## src/ttd_pkg.sv

```systemverilog
`default_nettype none

package ttd_pkg;

    // texel format codes
    localparam logic [2:0] FMT_I4    = 3'd0;
    localparam logic [2:0] FMT_I8    = 3'd1;
    localparam logic [2:0] FMT_IA4   = 3'd2;
    localparam logic [2:0] FMT_IA8   = 3'd3;
    localparam logic [2:0] FMT_C4    = 3'd4;
    localparam logic [2:0] FMT_C8    = 3'd5;
    localparam logic [2:0] FMT_C14X2 = 3'd6;

    // configuration register indexes
    localparam int CFG_IDX_W = 2;
    localparam logic [CFG_IDX_W-1:0] REG_FORMAT = 2'd0;
    localparam logic [CFG_IDX_W-1:0] REG_WIDTH  = 2'd1;
    localparam logic [CFG_IDX_W-1:0] REG_HEIGHT = 2'd2;

    localparam int FMT_W      = 3;
    localparam int DIMREG_W   = 11;
    localparam int CFG_DATA_W = 11;
    localparam int HW_W       = 16;
    localparam int IDX_W      = 20;
    localparam int VAL_W      = 16;
    localparam int RUN_MAX    = 4;

    localparam int DEF_MAX_DIM = 1024;

    localparam logic [FMT_W-1:0]    RESET_FORMAT = FMT_I4;
    localparam logic [DIMREG_W-1:0] RESET_WIDTH  = 11'd8;
    localparam logic [DIMREG_W-1:0] RESET_HEIGHT = 11'd8;

    localparam logic [HW_W-1:0] C14_MASK = 16'h3FFF;
    localparam logic [3:0]      NIB_MASK = 4'hF;

endpackage

`default_nettype wire

```

## src/tiled_texture_detiler_unit.sv

```systemverilog
`default_nettype none

// channel    | direction | handshake              | payload
// -----------+-----------+------------------------+-------------------------------------
// source     | in        | src_valid / src_stall   | src_halfword
// texel      | out       | texel_valid / texel_stall | texel_index, texel_value,
//            |           |                        | run_last, image_last
// config     | in        | cfg_valid / cfg_ready   | cfg_index, cfg_data
//
// one texel leaves per cycle while texel_stall is low; a source request yields 4 texels (I4, C4),
// 2 (I8, C8, IA4) or 1 (IA8, C14X2), and each run drains through the single texel output register;
// one request may sit in the input register while the previous run drains
// reset clears position, format (I4) and dimensions (8 x 8); config is always ready
// a stalled texel holds; source stall rises only when the input register is full
// and its run cannot move on

module tiled_texture_detiler_unit #(
    parameter int MAX_DIM = ttd_pkg::DEF_MAX_DIM
) (
    input  wire logic                           clk,
    input  wire logic                           rst_n,

    input  wire logic                           src_valid,
    output logic                                src_stall,
    input  wire logic [ttd_pkg::HW_W-1:0]       src_halfword,

    output logic                                texel_valid,
    input  wire logic                           texel_stall,
    output logic [ttd_pkg::IDX_W-1:0]           texel_index,
    output logic [ttd_pkg::VAL_W-1:0]           texel_value,
    output logic                                run_last,
    output logic                                image_last,

    input  wire logic                           cfg_valid,
    output logic                                cfg_ready,
    input  wire logic [ttd_pkg::CFG_IDX_W-1:0]  cfg_index,
    input  wire logic [ttd_pkg::CFG_DATA_W-1:0] cfg_data
);

    // rounded dimension needs room for MAX_DIM plus up to one tile of padding
    localparam int DIM_W  = $clog2(MAX_DIM + 8);
    localparam int TILE_W = DIM_W - 2;
    localparam int CMP_W  = (DIM_W > ttd_pkg::DIMREG_W) ? DIM_W : ttd_pkg::DIMREG_W;
    localparam int PROD_W = 2 * DIM_W;
    localparam int SUM_W  = (PROD_W + 1 > ttd_pkg::IDX_W) ? PROD_W + 1 : ttd_pkg::IDX_W;

    // configuration registers
    logic [ttd_pkg::FMT_W-1:0]    format_reg;
    logic [ttd_pkg::DIMREG_W-1:0] width_reg;
    logic [ttd_pkg::DIMREG_W-1:0] height_reg;

    // tiled position of the next source request
    logic [TILE_W-1:0] tile_col_reg, tile_col_next;
    logic [TILE_W-1:0] tile_row_reg, tile_row_next;
    logic [2:0]        row_in_tile_reg, row_in_tile_next;
    logic [1:0]        hw_in_row_reg, hw_in_row_next;

    // input register
    logic                         in_valid_reg;
    logic [ttd_pkg::HW_W-1:0]     in_hw_reg;
    logic [ttd_pkg::FMT_W-1:0]    in_fmt_reg;
    logic [ttd_pkg::IDX_W-1:0]    in_index_reg;
    logic                         in_img_end_reg;

    // texel output register (run of up to four texels)
    logic                         busy_reg;
    logic [1:0]                   remain_reg;
    logic [ttd_pkg::IDX_W-1:0]    index_reg;
    logic [ttd_pkg::VAL_W-1:0]    vals_reg [ttd_pkg::RUN_MAX];
    logic                         img_end_reg;

    // geometry for the current format
    logic       fmt_ok;
    logic [1:0] tw_shift;
    logic [3:0] th;
    logic [1:0] per_shift;
    logic [2:0] hw_per_row;

    logic [CMP_W-1:0]  w_ext, h_ext, max_ext;
    logic [DIM_W-1:0]  w_clamp, h_clamp;
    logic [DIM_W-1:0]  tw_mask, th_mask;
    logic [DIM_W-1:0]  w_act, h_act;
    logic [DIM_W-1:0]  tiles_x_full, tiles_y_full;
    logic [TILE_W-1:0] tiles_x, tiles_y;

    logic [DIM_W-1:0]  x0, y0;
    logic [PROD_W-1:0] row_base;
    logic [SUM_W-1:0]  idx_sum;

    logic hw_end, row_end, col_end, trow_end, img_end;

    logic src_take, run_last_now, emit, run_free, in_move;

    logic [ttd_pkg::VAL_W-1:0] dec_vals [ttd_pkg::RUN_MAX];
    logic [1:0]                dec_cnt;

    assign cfg_ready = 1'b1;

    // format geometry decoder
    always_comb
    begin
        fmt_ok     = 1'b1;
        tw_shift   = 2'd3;
        th         = 4'd8;
        per_shift  = 2'd2;
        hw_per_row = 3'd2;
        unique case (format_reg) inside
            ttd_pkg::FMT_I4, ttd_pkg::FMT_C4:
            begin
                tw_shift   = 2'd3;
                th         = 4'd8;
                per_shift  = 2'd2;
                hw_per_row = 3'd2;
            end
            ttd_pkg::FMT_I8, ttd_pkg::FMT_C8, ttd_pkg::FMT_IA4:
            begin
                tw_shift   = 2'd3;
                th         = 4'd4;
                per_shift  = 2'd1;
                hw_per_row = 3'd4;
            end
            ttd_pkg::FMT_IA8, ttd_pkg::FMT_C14X2:
            begin
                tw_shift   = 2'd2;
                th         = 4'd4;
                per_shift  = 2'd0;
                hw_per_row = 3'd4;
            end
            default:
            begin
                // unused code: request is swallowed, position holds
                fmt_ok = 1'b0;
            end
        endcase
    end

    // clamp zero to one and oversize to MAX_DIM, then round up to whole tiles
    always_comb
    begin
        w_ext   = CMP_W'(width_reg);
        h_ext   = CMP_W'(height_reg);
        max_ext = CMP_W'(MAX_DIM);

        if (w_ext == '0)
            w_clamp = DIM_W'(1);
        else if (w_ext > max_ext)
            w_clamp = max_ext[DIM_W-1:0];
        else
            w_clamp = w_ext[DIM_W-1:0];

        if (h_ext == '0)
            h_clamp = DIM_W'(1);
        else if (h_ext > max_ext)
            h_clamp = max_ext[DIM_W-1:0];
        else
            h_clamp = h_ext[DIM_W-1:0];

        tw_mask = (DIM_W'(1) << tw_shift) - DIM_W'(1);
        th_mask = DIM_W'(th) - DIM_W'(1);
        w_act   = (w_clamp + tw_mask) & ~tw_mask;
        h_act   = (h_clamp + th_mask) & ~th_mask;

        tiles_x_full = w_act >> tw_shift;
        tiles_y_full = (th == 4'd8) ? (h_act >> 3) : (h_act >> 2);
        tiles_x      = tiles_x_full[TILE_W-1:0];
        tiles_y      = tiles_y_full[TILE_W-1:0];
    end

    // linear index of the first texel of this request
    always_comb
    begin
        x0 = (DIM_W'(tile_col_reg) << tw_shift)
           + (DIM_W'(hw_in_row_reg) << per_shift);
        y0 = ((th == 4'd8) ? (DIM_W'(tile_row_reg) << 3) : (DIM_W'(tile_row_reg) << 2))
           + DIM_W'(row_in_tile_reg);
        row_base = PROD_W'(y0) * PROD_W'(w_act);
        idx_sum  = SUM_W'(row_base) + SUM_W'(x0);
    end

    // position walk: halfword within row, row within tile, tile column, tile row
    always_comb
    begin
        hw_end   = ({1'b0, hw_in_row_reg} + 3'd1) >= hw_per_row;
        row_end  = ({1'b0, row_in_tile_reg} + 4'd1) >= th;
        col_end  = ({1'b0, tile_col_reg} + (TILE_W + 1)'(1)) >= {1'b0, tiles_x};
        trow_end = ({1'b0, tile_row_reg} + (TILE_W + 1)'(1)) >= {1'b0, tiles_y};
        img_end  = hw_end && row_end && col_end && trow_end;

        hw_in_row_next   = hw_in_row_reg;
        row_in_tile_next = row_in_tile_reg;
        tile_col_next    = tile_col_reg;
        tile_row_next    = tile_row_reg;

        if (hw_end)
        begin
            hw_in_row_next = '0;
            if (row_end)
            begin
                row_in_tile_next = '0;
                if (col_end)
                begin
                    tile_col_next = '0;
                    tile_row_next = trow_end ? '0 : tile_row_reg + TILE_W'(1);
                end
                else
                begin
                    tile_col_next = tile_col_reg + TILE_W'(1);
                end
            end
            else
            begin
                row_in_tile_next = row_in_tile_reg + 3'd1;
            end
        end
        else
        begin
            hw_in_row_next = hw_in_row_reg + 2'd1;
        end
    end

    // handshake: the input register moves on when no run is busy or as the last texel of a run leaves
    assign run_last_now = (remain_reg == 2'd0);
    assign emit         = busy_reg && !texel_stall;
    assign run_free     = !busy_reg || (emit && run_last_now);
    assign in_move      = in_valid_reg && run_free;
    assign src_stall    = in_valid_reg && !run_free;
    assign src_take     = src_valid && !src_stall;

    // texel value expansion for the request in the input register
    always_comb
    begin
        for (int k = 0; k < ttd_pkg::RUN_MAX; k++)
        begin
            dec_vals[k] = '0;
        end
        dec_cnt = 2'd0;
        case (in_fmt_reg)
            ttd_pkg::FMT_I4:
            begin
                for (int k = 0; k < ttd_pkg::RUN_MAX; k++)
                begin
                    dec_vals[k] = {8'd0, in_hw_reg[15 - 4*k -: 4], in_hw_reg[15 - 4*k -: 4]};
                end
                dec_cnt = 2'd3;
            end
            ttd_pkg::FMT_C4:
            begin
                for (int k = 0; k < ttd_pkg::RUN_MAX; k++)
                begin
                    dec_vals[k] = {12'd0, in_hw_reg[15 - 4*k -: 4] & ttd_pkg::NIB_MASK};
                end
                dec_cnt = 2'd3;
            end
            ttd_pkg::FMT_I8, ttd_pkg::FMT_C8:
            begin
                dec_vals[0] = {8'd0, in_hw_reg[15:8]};
                dec_vals[1] = {8'd0, in_hw_reg[7:0]};
                dec_cnt     = 2'd1;
            end
            ttd_pkg::FMT_IA4:
            begin
                // high nibble to the low byte, low nibble to the high byte
                dec_vals[0] = {in_hw_reg[11:8], in_hw_reg[11:8],
                               in_hw_reg[15:12], in_hw_reg[15:12]};
                dec_vals[1] = {in_hw_reg[3:0], in_hw_reg[3:0],
                               in_hw_reg[7:4], in_hw_reg[7:4]};
                dec_cnt     = 2'd1;
            end
            ttd_pkg::FMT_IA8:
            begin
                dec_vals[0] = {in_hw_reg[7:0], in_hw_reg[15:8]};
            end
            ttd_pkg::FMT_C14X2:
            begin
                dec_vals[0] = in_hw_reg & ttd_pkg::C14_MASK;
            end
            default:
            begin
                dec_cnt = 2'd0;
            end
        endcase
    end

    // configuration and position
    always_ff @(posedge clk or negedge rst_n)
    begin
        if (!rst_n)
        begin
            format_reg      <= ttd_pkg::RESET_FORMAT;
            width_reg       <= ttd_pkg::RESET_WIDTH;
            height_reg      <= ttd_pkg::RESET_HEIGHT;
            tile_col_reg    <= '0;
            tile_row_reg    <= '0;
            row_in_tile_reg <= '0;
            hw_in_row_reg   <= '0;
        end
        else if (cfg_valid && cfg_ready)
        begin
            unique case (cfg_index)
                ttd_pkg::REG_FORMAT: format_reg <= cfg_data[ttd_pkg::FMT_W-1:0];
                ttd_pkg::REG_WIDTH:  width_reg  <= cfg_data[ttd_pkg::DIMREG_W-1:0];
                ttd_pkg::REG_HEIGHT: height_reg <= cfg_data[ttd_pkg::DIMREG_W-1:0];
                default:             ;
            endcase
            // any write starts a new image
            tile_col_reg    <= '0;
            tile_row_reg    <= '0;
            row_in_tile_reg <= '0;
            hw_in_row_reg   <= '0;
        end
        else if (src_take && fmt_ok)
        begin
            tile_col_reg    <= tile_col_next;
            tile_row_reg    <= tile_row_next;
            row_in_tile_reg <= row_in_tile_next;
            hw_in_row_reg   <= hw_in_row_next;
        end
    end

    // input register control
    always_ff @(posedge clk or negedge rst_n)
    begin
        if (!rst_n)
            in_valid_reg <= 1'b0;
        else if (src_take && fmt_ok)
            in_valid_reg <= 1'b1;
        else if (in_move)
            in_valid_reg <= 1'b0;
    end

    // input register payload
    always_ff @(posedge clk)
    begin
        if (src_take && fmt_ok)
        begin
            in_hw_reg      <= src_halfword;
            in_fmt_reg     <= format_reg;
            in_index_reg   <= idx_sum[ttd_pkg::IDX_W-1:0];
            in_img_end_reg <= img_end;
        end
    end

    // output run control
    always_ff @(posedge clk or negedge rst_n)
    begin
        if (!rst_n)
        begin
            busy_reg   <= 1'b0;
            remain_reg <= '0;
        end
        else if (in_move)
        begin
            busy_reg   <= 1'b1;
            remain_reg <= dec_cnt;
        end
        else if (emit)
        begin
            if (run_last_now)
                busy_reg <= 1'b0;
            else
                remain_reg <= remain_reg - 2'd1;
        end
    end

    // output run payload: index steps and values shift down as texels leave
    always_ff @(posedge clk)
    begin
        if (in_move)
        begin
            index_reg   <= in_index_reg;
            img_end_reg <= in_img_end_reg;
            for (int k = 0; k < ttd_pkg::RUN_MAX; k++)
            begin
                vals_reg[k] <= dec_vals[k];
            end
        end
        else if (emit && !run_last_now)
        begin
            index_reg <= index_reg + ttd_pkg::IDX_W'(1);
            for (int k = 0; k < ttd_pkg::RUN_MAX - 1; k++)
            begin
                vals_reg[k] <= vals_reg[k+1];
            end
        end
    end

    assign texel_valid = busy_reg;
    assign texel_index = index_reg;
    assign texel_value = vals_reg[0];
    assign run_last    = run_last_now;
    assign image_last  = run_last_now && img_end_reg;

endmodule

`default_nettype wire
```

## config.mk

```make
export PLATFORM = sky130hd
export DESIGN_NAME = tiled_texture_detiler_unit
export DESIGN_NICKNAME = d
export VERILOG_FILES = /design/src/ttd_pkg.sv /design/src/tiled_texture_detiler_unit.sv
export SDC_FILE = /design/constraint.sdc
export NUM_CORES = 1
export LEC_CHECK = 0
export ABC_AREA = 0
export BUFFER_PORTS_ARGS = -buffer_cell sky130_fd_sc_hd__buf_4
export CAP_MARGIN = 30
export CORE_ASPECT_RATIO = 1.5
export CORE_MARGIN = 5
export CORE_UTILIZATION = 45
export DETAILED_ROUTE_END_ITERATION = 8
export PLACE_DENSITY_LB_ADDON = 0.15
export SYNTH_ARGS = -nofsm -noshare
export SYNTH_HDL_FRONTEND = slang
export SYNTH_SLANG_ARGS = --single-unit
```

## constraint.sdc

```tcl
create_clock -name clk -period 7.4 [get_ports clk]
set_clock_uncertainty 0.1 [all_clocks]
set_input_delay 0.74 -clock clk [delete_from_list [all_inputs] [get_ports clk]]
set_output_delay 0.74 -clock clk [all_outputs]
set_load 0.01 [all_outputs]
```

==> out/results.tsv <==
metric	value	unit
peak supply drop	0.215	mV
Syn Nets	1547	
Crit path required time	7.50	ns
#FFs+latches synth	157	
CTS max path bufs	2	
RSZ-0062 raised after global routing	no	
first-pass GRT wire length	50000	um
Num Clock Sinks	157	
Clock Latency Late Sink	0.46	ns
Die H	216	um
standard-cell row count	75	
highest net fanout along the worst path	9	
most used routing layer	met2	
synth warn	0	
initial antenna violation count	0	
final setup margin	0.476	ns
met2 GRT Util	0.366	
die area	0.0320	mm^2
gpl congestion	0.884	
core area	0.0281	mm^2
Main synth FF type	edfxtp_1	
Area Growth Syn to Fin	12.6	%
drt first-iter violations	439	
DR pass1 iterations	5	
clock slew at reported path FFs	0.07	ns
crit path capture type	register	
GR Util met3	0.0295	
Cells after Synth	1355	
IO Count	75	
post-synthesis cell type count	70	
min-delay worst type	in -> async	
Final Hold Fails	0	
sequential share of the synthesized area	0.349	
Power Dens Cells	328	mW/mm^2
Final period util	0.936	
Worst setup SP type	register	
r2r endpoint	in_index_reg[19]	
Netlist Area Pre-Place	0.0128	mm^2
grt total ovfl	0	
vias per cell	5.46	
DRC Markers	0	
kind of critical path	reg -> reg	
placed cell area	0.0137	mm^2
slew margin rel.	0.355	
CTS Buf Count	17	
max FFs per register	44	
initial cell density of the core	0.456	
Setup Viol. Count Final	0	
fin area	0.0144	mm^2
PnR Total Power	4.72	mW
vias in the first global route	9781	
outcome	complete, no violations	
post-route setup TNS	0	ns
max_cap viols	0	
Arr. time, crit path	7.03	ns
Die Wd	148	um
Total Routed Length	30400	um
Async SR Flop Fraction	0.331	
H-tree depth	4	
Antenna Diode Count	0	
CTS tree	yes	
pin count of the biggest net entering global routing	53	
WL per Instance	17.2	um
Max Freq	144	MHz
minimum clock period	6.92	ns
Lkg Pwr	6.32	nW
reg-to-reg slack, setup	0.48	ns
Tot GR Track Use	0.196	
Via Count	9660	
layout cells sized above 1	0.147	
cts hold-fix bufs	0	
Root Driver	clkbuf_16	
GRT met1 Usage	0.223	
synthesized area per cell	9.44	um^2
post-DP HPWL	23200	um
R2R Path Start	format_reg[0]	
Port-buffer cells	73	
Place WS	0.162	ns
final max-slew violation count	0	
remaining antenna violation count	0	
fin nets	1602	
EDFF count, synth	105	
worst slew pin tran	0.967	ns
FF-to-FF path depth	26	
## layout by cell type, fill, tap and decap left out, drive strengths merged, types with 8 or more instances in the layout
cell    count
and2       44
nor4        9
nand2b     11
mux2i      17
nor2b      23
a21oi      92
a31oi      14
ha         87
nor3       35
nor2      105
a21o       11
a211oi      8
xor2       26
o21ai      53
and3       16
xnor2      49
buf       113
nand3      52
inv       132
edfxtp    105
mux2       35
fa         71
dfrtp      50
clkbuf     17
nand2     144
## worst max-delay path: stages, from the launching register on
cell	delay, ns
dfrtp_1	0.42
buf_4	0.17
and3_1	0.17
nor2_1	0.17
inv_1	0.08
nor2_1	0.09
ha_1	0.21
and3_1	0.23
nor4b_1	0.28
a221o_1	0.20
mux2_2	0.28
nand2_1	0.10
fa_1	0.49
inv_1	0.05
fa_1	0.52
fa_1	0.45
fa_1	0.55
inv_1	0.06
fa_1	0.53
inv_1	0.04
ha_1	0.37
nand4_1	0.16
a211oi_1	0.25
o31ai_1	0.14
nand3_1	0.13
a31oi_1	0.10
xnor3_1	0.35
## area by class of cell
cell class,count,area (um^2)
Fill cell,2609,13700
Multi-Input combinational cell,996,7550
Sequential cell,157,4460
Timing Repair Buffer,113,868
Inverter,125,470
Tap cell,346,433
Clock buffer,17,425
Clock inverter,15,190
## how the worst max path moves through the flow
stage,cells past startpoint,slack [ns],to,startpoint
2_1_floorplan,26,0.05,in_index_reg[17],format_reg[0]
3_3_place_gp,24,0.27,in_index_reg[17],format_reg[0]
3_5_place_dp,24,0.16,in_index_reg[17],format_reg[0]
4_1_cts,24,0.12,in_index_reg[17],format_reg[0]
5_1_grt,26,0.05,in_index_reg[19],format_reg[0]
6_report,26,0.48,in_index_reg[19],format_reg[0]
## stage by stage
stage | utilization | hold WS, ns | instances
after floorplan | - | 0.300 | 1355
after global placement | 0.488 | 0.364 | 1731
after detailed placement | 0.488 | 0.369 | 1731
after CTS | 0.510 | 0.236 | 1763
after global routing | 0.513 | 0.280 | 1769
final | 0.513 | 0.228 | 1769
## cells in the mapped netlist, types with 44 or more instances
master / instances / area [um^2]
a21oi_1: 92 / 460
and2_1: 44 / 275
clkbuf_1: 46 / 173
dfrtp_1: 50 / 1250
edfxtp_1: 105 / 3150
fa_1: 71 / 1420
ha_1: 87 / 1090
inv_1: 124 / 465
nand2_1: 144 / 541
nand3_1: 52 / 260
nor2_1: 105 / 394
o21ai_0: 51 / 255
xnor2_1: 49 / 429
## kinds of logic after synthesis
logic type                 count (synthesis)  synth area share
DFF                                      157             0.349
xor gates and xnor gates                  76            0.0531
adders and majority gates                158             0.196
other                                      2          0.000587
AOI/OAI and AO/OA                        235             0.115
muxes                                     52            0.0441
and+or+nand+nor                          473             0.177
buffers and inverters                    202            0.0655
## what timing repair did
item,CTS,global route
buffers inserted,0,5
gates resized for setup,0,7
endpoints found under the setup margin,0,3
## power by group
part | total [mW] | internal [mW] | switching (mW)
logic | 2.23 | 0.940 | 1.29
registers | 1.59 | 1.34 | 0.246
clock network | 0.906 | 0.461 | 0.446
total | 4.72 | 2.74 | 1.98
## layer usage
layer | up-vias | wire, um
met4 | 0 | 878
met1 | 4688 | 12300
met5 | - | 0
met2 | 169 | 16300
li1 | 4751 | -
met3 | 52 | 955
Note: power is estimated with default switching activity, not from simulation.
